--- config.mk ---
export PLATFORM = sky130hd
export DESIGN_NAME = swm_median
export DESIGN_NICKNAME = d
export VERILOG_FILES = /design/src/rtl/core/swm_median.sv
export SDC_FILE = /design/constraint.sdc
export NUM_CORES = 1
export LEC_CHECK = 0
export ABC_AREA = 1
export CORE_AREA = 3 3 418 420
export DETAILED_ROUTE_END_ITERATION = 12
export DIE_AREA = 0 0 421 423
export DONT_BUFFER_PORTS = 1
export PLACE_DENSITY_LB_ADDON = 0.05
export SLEW_MARGIN = 20
export SYNTH_ARGS = -nofsm -noshare
export SYNTH_HDL_FRONTEND = slang
export SYNTH_SLANG_ARGS = --single-unit
--- constraint.sdc ---
create_clock -name vclk -period 3.7
set_input_delay 0.185 -clock vclk [all_inputs]
set_output_delay 0.185 -clock vclk [all_outputs]
set_load 0.03 [all_outputs]
--- src/rtl/core/swm_median.sv ---
// Picks the middle pair of the sorted window and forms twice the median.
module swm_median #(
    parameter int MAX_WINDOW  = 32,
    parameter int SAMPLE_BITS = 32,
    parameter int AGE_W       = 5,
    parameter int CNT_W       = 6
) (
    input  logic signed [SAMPLE_BITS-1:0] vals [MAX_WINDOW],
    input  logic        [CNT_W-1:0]       w_eff,
    output logic signed [SAMPLE_BITS:0]   median_sum
);
    logic [CNT_W-1:0] half;
    logic [CNT_W-1:0] lo_cnt;
    logic [AGE_W-1:0] idx_hi;
    logic [AGE_W-1:0] idx_lo;
    logic signed [SAMPLE_BITS-1:0] hi_val;
    logic signed [SAMPLE_BITS-1:0] lo_val;

    // odd window: the middle twice; even: the two middle values
    assign half   = w_eff >> 1;
    assign lo_cnt = w_eff[0] ? half : half - CNT_W'(1);
    assign idx_hi = half[AGE_W-1:0];
    assign idx_lo = lo_cnt[AGE_W-1:0];

    assign hi_val = vals[idx_hi];
    assign lo_val = vals[idx_lo];

    assign median_sum = {hi_val[SAMPLE_BITS-1], hi_val} + {lo_val[SAMPLE_BITS-1], lo_val};

endmodule

==> reports/results.txt <==
synth unique cells = 29
share of the synthesized area in the top cell type = 0.4061
core area = 0.1714 mm2
Die Area = 0.1781 mm2
hold buffer count at cts = 0
CP max FO = 285
dpl ws = -890.1 ps
Post-Route WL = 242700 um
hold path start = w_eff[5]
combinational share of power = 1.000
Fmax = 0.2286 GHz
Tot Pwr = 9.343 mW
max_cap viols = 0
ranking of synthesized cells by area = nand3_1, nand2_1, buf_2, a21oi_1, nor2_1
Min Hold Slack = 1103 ps
CP arrival = 4190 ps
I/O pins = 1063
sequential share of the synthesized area = 0
commonest cells after routing, fill and taps aside = nand2_1, nand3_1, buf_4, nand3_2, nor2_1
violated checks = setup timing
leakage = 15.30 nW
first-pass GRT wire length = 321200 um
number of I/O port buffers = 0
critical path launch point type = primary input
post-route ant nets = 0
share of cells above drive strength 1 = 0.2274
Die X = 421 um
Reg power frac = 0
commonest non-fill, non-tap cell in the layout = nand2_1
final core utilization = 0.2005
gr usage total = 0.2525
pwr/cell area = 272.0 mW/mm2
final hold violations = 0
RD Place Congestion = 0.9462
status = complete, but fails checks
Via density = 5.015
unrepaired setup endpoints after global routing = yes
DP HPWL = 187100 um
Int Pwr = 3.940 mW
CLK BUF = 0
Slew Limit Fails = 0
crit path to = median_sum[32]
Slew @ Worst Pin = 1341 ps
Slew HR = 0.1061
# DRC = 0
Sequential Area = 0 um2
synthesized cell area = 0.02240 mm2
Seq cells = 0
DRT iter0 DRCs = 3772
vias in the first global route = 35700
largest net degree at the start of global routing = 516
filler cell count = 20080
Area Growth Syn to Fin = 53.33%
routed vias = 37870
crit end category = output pin
Synth area leader = nand3_1
Die Ht = 423 um
sw frac = 0.5783
# setup viols final = 31
min-delay worst type = primary input to output pin
Starting Density = 0.1307
Final nets = 6277
initial antenna violation count = 19
critical path startpoint = w_eff[2]
Warnings, synthesis = 0
placed cell count = 7429
Period minus WS final = 4375 ps
Clock Power Share = 0
post-route insts no fill = 7551
WS Path Type = primary input to output pin
post-route setup slack = -675.2 ps
Crit path required time = 3510 ps
drt pass-1 iters = 6
Avg Cell Area, Syn = 4.461 um2
syn nets = 6086
Tcrit/Tclk final = 1.182
global route total overflow = 0
IR drop worst, VDD = 0.2324 mV
Cells after Synth = 5022
row count = 152
wire per inst = 32.15 um
sw power = 5.404 mW
==> power groups by stage <==
stage / Clock (mW) / Combinational (mW) / Sequential (mW)
6_report: 0.000000910 / 9.34 / 0
5_1_grt: 0.000000810 / 10.0 / 0
4_1_cts: 0 / 8.78 / 0
3_5_place_dp: 0 / 7.41 / 0
3_3_place_gp: 0 / 7.49 / 0
2_1_floorplan: 0 / 3.65 / 0
==> what timing repair did <==
item                                    4_1_cts  5_1_grt
endpoints found under the setup margin       31       33
cloned                                       14        8
pin swaps                                   145       76
gates resized for setup                     609      198
buffers inserted                             59       19
==> area by class of cell <==
type                            count  area, um2  area share
Inverter                          102      465.4     0.01355
Antenna cell                       30      75.07    0.002185
Timing Repair Buffer              643       7651      0.2227
Timing Repair inverter              1      8.758   0.0002550
Tap cell                         2310       2890     0.08414
Multi-Input combinational cell   4465      23260      0.6771
==> synthesized netlist by cell type (3+ instances only) <==
| cell | n |
|---|---|
| buf_1 | 52 |
| xor2_1 | 14 |
| nand2_1 | 2137 |
| nand3_1 | 1818 |
| buf_4 | 22 |
| inv_2 | 3 |
| nand2_4 | 3 |
| a21oi_1 | 178 |
| a22oi_1 | 9 |
| ha_1 | 33 |
| clkbuf_1 | 151 |
| buf_2 | 227 |
| o21ai_0 | 56 |
| o21bai_1 | 4 |
| inv_1 | 97 |
| nor4_1 | 3 |
| nor2_1 | 168 |
| o31ai_1 | 27 |
| buf_6 | 3 |
| nor3_1 | 5 |
==> critical path, stage by stage <==
cell and delay, ps:
clkinv_16 260, ha_4 230, o21ai_4 140, buf_6 120
buf_12 150, inv_16 60, buf_16 160, buf_4 160
buf_4 140, nand3_1 70, nand3_1 90, nand3_2 120
nand3_1 100, nand2_2 110, ha_1 260, a21oi_2 210
buf_4 150, a21boi_1 180, nand2_1 100, a21oi_2 130
nand2_1 60, nand2_1 70, nand2_2 100, buf_12 160
==> layer usage <==
| layer | up-vias | share of wire | GRT usage | wire length (um) |
|---|---|---|---|---|
| met5 | - | 0.000070 | 0 | 17 |
| li1 | 17140 | - | - | - |
| met2 | 1869 | 0.45 | 0.4014 | 108100 |
| met3 | 265 | 0.081 | 0.05425 | 19670 |
| met1 | 18590 | 0.44 | 0.3420 | 106400 |
| met4 | 2 | 0.035 | 0.06963 | 8551 |
==> worst min-delay path by stage <==
stage                         end  slack, ps  depth (start not counted)
finish              median_sum[0]       1100                          5
global route        median_sum[0]       1100                          5
CTS                 median_sum[0]       1100                          5
detailed placement  median_sum[1]       1100                          5
global placement    median_sum[1]       1130                          5
floorplan           median_sum[0]        950                          5
==> kinds of logic after synthesis <==
group	share of synthesized area
simple gates	0.7972
compound gates	0.06641
buf+inv	0.1108
fa+ha+maj	0.01932
xor+xnor	0.006255
==> through the flow <==
stage	instance area (um2)	TNS, ps
2_1_floorplan	22470	0
3_3_place_gp	29250	-21010
3_5_place_dp	29250	-21220
4_1_cts	33010	-2412
5_1_grt	34330	-10790
6_report	34350	-16330
No activity file was read; power rests on OpenSTA's default activity.
