$ cat config.mk
export PLATFORM = sky130hd
export DESIGN_NAME = swm_cell
export DESIGN_NICKNAME = d
export VERILOG_FILES = /design/src/rtl/core/swm_pkg.sv /design/src/rtl/core/swm_cell.sv
export SDC_FILE = /design/constraint.sdc
export NUM_CORES = 1
export LEC_CHECK = 0
export ABC_AREA = 1
export BUFFER_PORTS_ARGS = -buffer_cell sky130_fd_sc_hd__buf_2
export CORE_ASPECT_RATIO = 1.2
export CORE_MARGIN = 1
export CORE_UTILIZATION = 44
export CTS_BUF_LIST = sky130_fd_sc_hd__clkbuf_8 sky130_fd_sc_hd__clkbuf_16
export DETAILED_ROUTE_END_ITERATION = 8
export MAX_ROUTING_LAYER = met4
export PLACE_DENSITY_LB_ADDON = 0.12
export SLEW_MARGIN = 25
export SYNTH_ARGS = -nofsm -noshare
export SYNTH_HDL_FRONTEND = slang
export SYNTH_SLANG_ARGS = --single-unit
export TNS_END_PERCENT = 10
$ cat constraint.sdc
create_clock -name clk -period 3.66 [get_ports clk]
set_clock_uncertainty 0.05 [all_clocks]
set_input_delay 0.183 -clock clk [delete_from_list [all_inputs] [get_ports clk]]
set_output_delay 0.183 -clock clk [all_outputs]
set_load 0.05 [all_outputs]
$ cat src/rtl/core/swm_pkg.sv
// Shared types and constants of the sliding-window median filter.
package swm_pkg;

    // Width and reset value of the window size register
    localparam int CFG_W = 6;
    localparam logic [CFG_W-1:0] WINDOW_RESET = 6'd3;

    // Control handed from a cell to its right neighbor
    typedef struct packed {
        logic cmp;       // cell value is above the new sample, or cell is empty
        logic del_seen;  // the leaving sample sits in this cell or one to its left
    } link_t;

endpackage

$ cat src/rtl/core/swm_cell.sv
// One cell of the sorted window: holds a sample, its age and a valid bit.
module swm_cell #(
    parameter int SAMPLE_BITS = 32,
    parameter int AGE_W       = 5,
    parameter int CNT_W       = 6
) (
    input  logic                          clk,
    input  logic                          rst_n,
    input  logic                          shift_en,
    input  logic                          clear,
    input  logic                          start,
    input  logic                          full,
    input  logic        [CNT_W-1:0]       w_m1,
    input  logic signed [SAMPLE_BITS-1:0] sample,
    // left neighbor
    input  swm_pkg::link_t                left_link,
    input  logic signed [SAMPLE_BITS-1:0] left_val,
    input  logic        [AGE_W-1:0]       left_age,
    input  logic                          left_valid,
    // right neighbor
    input  logic                          right_cmp,
    input  logic signed [SAMPLE_BITS-1:0] right_val,
    input  logic        [AGE_W-1:0]       right_age,
    input  logic                          right_valid,
    // own contents as seen by the neighbors
    output swm_pkg::link_t                link,
    output logic signed [SAMPLE_BITS-1:0] val,
    output logic        [AGE_W-1:0]       age,
    output logic                          valid
);
    import swm_pkg::*;

    logic signed [SAMPLE_BITS-1:0] val_reg, val_next;
    logic        [AGE_W-1:0]       age_reg, age_next;
    logic                          valid_reg, valid_next;
    logic                          del;

    // a new sequence empties the window before the sample goes in
    assign valid = valid_reg & ~start;
    assign val   = val_reg;
    assign age   = age_reg;

    // the oldest sample of a full window leaves
    assign del           = valid && full && (CNT_W'(age_reg) == w_m1);
    assign link.cmp      = ~valid | (val_reg > sample);
    assign link.del_seen = left_link.del_seen | del;

    // insert the sample and drop the leaving one in a single shift
    always_comb
    begin
        val_next   = val_reg;
        age_next   = age_reg + AGE_W'(1);
        valid_next = valid;
        if (!link.cmp)
        begin
            if (link.del_seen)
            begin
                if (!right_cmp)
                begin
                    val_next   = right_val;
                    age_next   = right_age + AGE_W'(1);
                    valid_next = right_valid;
                end
                else
                begin
                    val_next   = sample;
                    age_next   = '0;
                    valid_next = 1'b1;
                end
            end
        end
        else if (!left_link.del_seen)
        begin
            if (left_link.cmp)
            begin
                val_next   = left_val;
                age_next   = left_age + AGE_W'(1);
                valid_next = left_valid;
            end
            else
            begin
                val_next   = sample;
                age_next   = '0;
                valid_next = 1'b1;
            end
        end
    end

    // valid bit is control state
    always_ff @(posedge clk or negedge rst_n)
    begin
        if (!rst_n)
        begin
            valid_reg <= 1'b0;
        end
        else if (clear)
        begin
            valid_reg <= 1'b0;
        end
        else if (shift_en)
        begin
            valid_reg <= valid_next;
        end
    end

    // sample and age
    always_ff @(posedge clk)
    begin
        if (shift_en)
        begin
            val_reg <= val_next;
            age_reg <= age_next;
        end
    end

endmodule

==> metrics.md <==
| Metric | Value |
|---|---|
| Final layout net count | 765 |
| Setup violators final | 0 |
| Sequential element share of the synthesized area | 0.301 |
| Async S/R FF share, synth | 0.0263 |
| Utilization after layout | 0.569 |
| Router iterations before antenna repair | 4 |
| Synth warnings | 0 |
| Psw | 0.000518 W |
| Switching Fraction | 0.374 |
| Cell area after synthesis | 3770 um2 |
| Max FFs per register | 32 |
| Die Wd | 86.5 um |
| Routed vias/inst | 4.89 |
| Initial Util | 0.460 |
| Area leader, netlist | edfxtp_1 |
| Largest net degree at the start of global routing | 70 |
| DRT antenna net count | 0 |
| Syn-to-layout area delta | 23.5% |
| R2r worst-path depth | 15 |
| Pleak | 2.33 nW |
| Fillers | 845 |
| Core area | 8200 um2 |
| Hold WC Path Type | in -> reg |
| Final Hold Fails | 0 |
| Longest Clk Path Bufs | 2 |
| Hold Path Origin | clear |
| Worst Path Required | 3.43 ns |
| FF+latch count, synth | 38 |
| Dominant synthesized flop cell | edfxtp_1 |
| Post-Route WL | 8980 um |
| Commonest non-fill, non-tap cell in the layout | buf_2 |
| Vias in the first global route | 3252 |
| Critical-path cell list | ha_1 > nand2_1 > nor2_2 > nand2_1 > nor2_2 > nand2_1 > nand2_1 > nand2_1 > nand2_1 > nand2_2 > nand2_4 > buf_4 > buf_2 |
| Hold Path End | valid_reg |
| Share of the synthesized area in the top cell type | 0.295 |
| Crit path top cell by count | nand2_1 |
| Reg-to-Reg End | age[3] |
| All-layer global routing usage | 0.213 |
| Global route total overflow | 0 |
| Largest stage delay, worst path | 0.45 ns |
| Multi-input gate area | 2240 um2 |
| Crit start category | flip-flop |
| # hold bufs at CTS | 1 |
| Root buffer cell | clkbuf_8 |
| PortBufs | 162 |
| TritonCTS buffer count | 5 |
| Worst R2R Start | val[31] |
| Initial drt markers | 77 |
| Clk Latency, worst-skew pair | 0.30 ns |
| Max-Cap Viols | 0 |
| Post-synth EDFFs | 37 |
| Internal power | 0.000865 W |
| Relative slew margins | 0.555 |
| Io pins | 163 |
| Hold depth | 3 |
| Clk network pwr share | 0.219 |
| Setup bufs post-CTS | 0 |
| Htree depth | 2 |
| VDD IR-drop max | 0.133 mV |
| Full die area | 8950 um2 |
| Top cells by area, synth | edfxtp_1, nand2_1, ha_1, o211ai_2, o21ai_2 |
| CTS tree | built |
| Status | finished, final reports clean |
| Final worst-path cycle share | 0.810 |
| Crit-path slowest cell | buf_4 |
| Sum Neg Setup Slack | 0 ns |
| Final worst path period need | 2.96 ns |
| Worst path arrival time | 2.73 ns |
| Syn Area/Cell | 8.27 um2 |
| Clock transition at path regs | 0.08 ns |
| Slew @ Worst Pin | 0.667 ns |
| DIE HEIGHT | 103 um |
| Proportion of layout cells with a drive suffix above 1 | 0.406 |
| Flop-to-flop setup slack | 1.05 ns |
| Mapped Cells | 456 |
| Initial antenna violation count | 0 |
| Core Rows | 36 |
| Cts repair resizes | 0 |
| Slew Limit Fails | 0 |
| DP HPWL | 7100 um |
| GP Congestion | 0.897 |
| First-pass GRT wire length | 14600 um |
| Fmax | 337 MHz |
| CTS Sinks | 38 |
| Synth cell types | 36 |
| Setup Crit Path Kind | reg -> out |
| Routed len/inst | 12.4 um |
| Commonest non-fill, non-tap cells in the layout | buf_2, nand2_1, inv_1, o21ai_0, edfxtp_1 |
| Register Area | 1140 um2 |
| Sequential Power Share | 0.394 |
| Pwr/cell area | 297 nW/um2 |
| Inserted Diodes | 0 |
| Crit-path max FO | 37 |
| RSZ-0062 raised after global routing | no |
| Comb power frac | 0.387 |
| Syn Nets | 614 |
| Routed vias | 3532 |
| DRC | 0 |
| Worst setup EP type | output port |
## how the worst max path moves through the flow
| stage | startpoint | endpoint | slack, ns |
|---|---|---|---|
| after detailed placement | val[31] | link[1] | 0.99 |
| after global placement | val[31] | link[1] | 1.02 |
| after floorplan | val[21] | val[0] | 0.34 |
| final | val[31] | link[1] | 0.70 |
| after CTS | val[31] | link[1] | 0.65 |
| after global routing | val[31] | link[1] | 0.41 |
## power by group through the flow
stage / clock, W / sequential [W] / combinational, W
after floorplan: 0 / 0.000654 / 0.000294
after global placement: 0 / 0.000553 / 0.000529
after detailed placement: 0 / 0.000555 / 0.000540
after CTS: 0.000315 / 0.000545 / 0.000543
after global routing: 0.000333 / 0.000549 / 0.000597
final: 0.000303 / 0.000545 / 0.000535
## logic make-up (layout without fill, tap and decap cells)
| kind of cell | Yosys count | in the layout | share of synthesized area |
|---|---|---|---|
| adder cells (fa/ha/maj) | 35 | 35 | 0.116 |
| XOR/XNOR | 11 | 11 | 0.0255 |
| buffers and inverters | 76 | 228 | 0.108 |
| AND/OR/NAND/NOR | 161 | 161 | 0.173 |
| flip-flops | 38 | 38 | 0.301 |
| AO/OA/AOI/OAI | 135 | 135 | 0.276 |
## worst max-delay path, delay by kind of cell (launching register included)
family | cells | cell delay, ns
fa+ha+maj | 1 | 0.35
buf+inv | 2 | 0.82
flops | 1 | 0.39
simple gates | 10 | 0.87
## Yosys cell counts, types with 2 or more instances
cell / n
a21oi_1: 15
buf_12: 4
buf_6: 5
clkbuf_1: 11
edfxtp_1: 37
ha_1: 35
inv_1: 47
inv_2: 4
nand2_1: 120
nand3_1: 11
nand4_1: 3
nor2_1: 20
nor2_2: 3
o211ai_1: 3
o211ai_2: 30
o21ai_0: 44
o21ai_1: 5
o21ai_2: 31
o22ai_1: 2
xnor2_1: 5
xor2_1: 6
## layout make-up
| class | instances | area share |
|---|---|---|
| multi-input cells | 342 | 0.480 |
| flip-flops and latches | 38 | 0.244 |
| repair buffers | 168 | 0.185 |
| inverters | 52 | 0.0419 |
| well taps | 114 | 0.0306 |
| clock buffers | 6 | 0.0177 |
| clock inverters | 2 | 0.00161 |
## metal layers
metal	vias to the layer above	global-route usage	share of wire
met5	-	-	0
met4	0	0.0756	0.021
met3	15	0.0373	0.054
met2	107	0.368	0.49
met1	1544	0.249	0.44
li1	1866	-	-
## stage by stage
stage	power [W]	worst slack, ns	instance area [um2]	hold WS [ns]	instances
detailed placement	0.00109	0.990	4560	-0.0884	713
floorplan	0.000948	0.338	3770	-0.163	456
global placement	0.00108	1.02	4560	-0.0902	713
CTS	0.00140	0.647	4660	0.0621	722
finish	0.00138	0.697	4660	0.0710	722
global route	0.00148	0.412	4660	0.0844	722
Power figures use the tool's default switching activity.
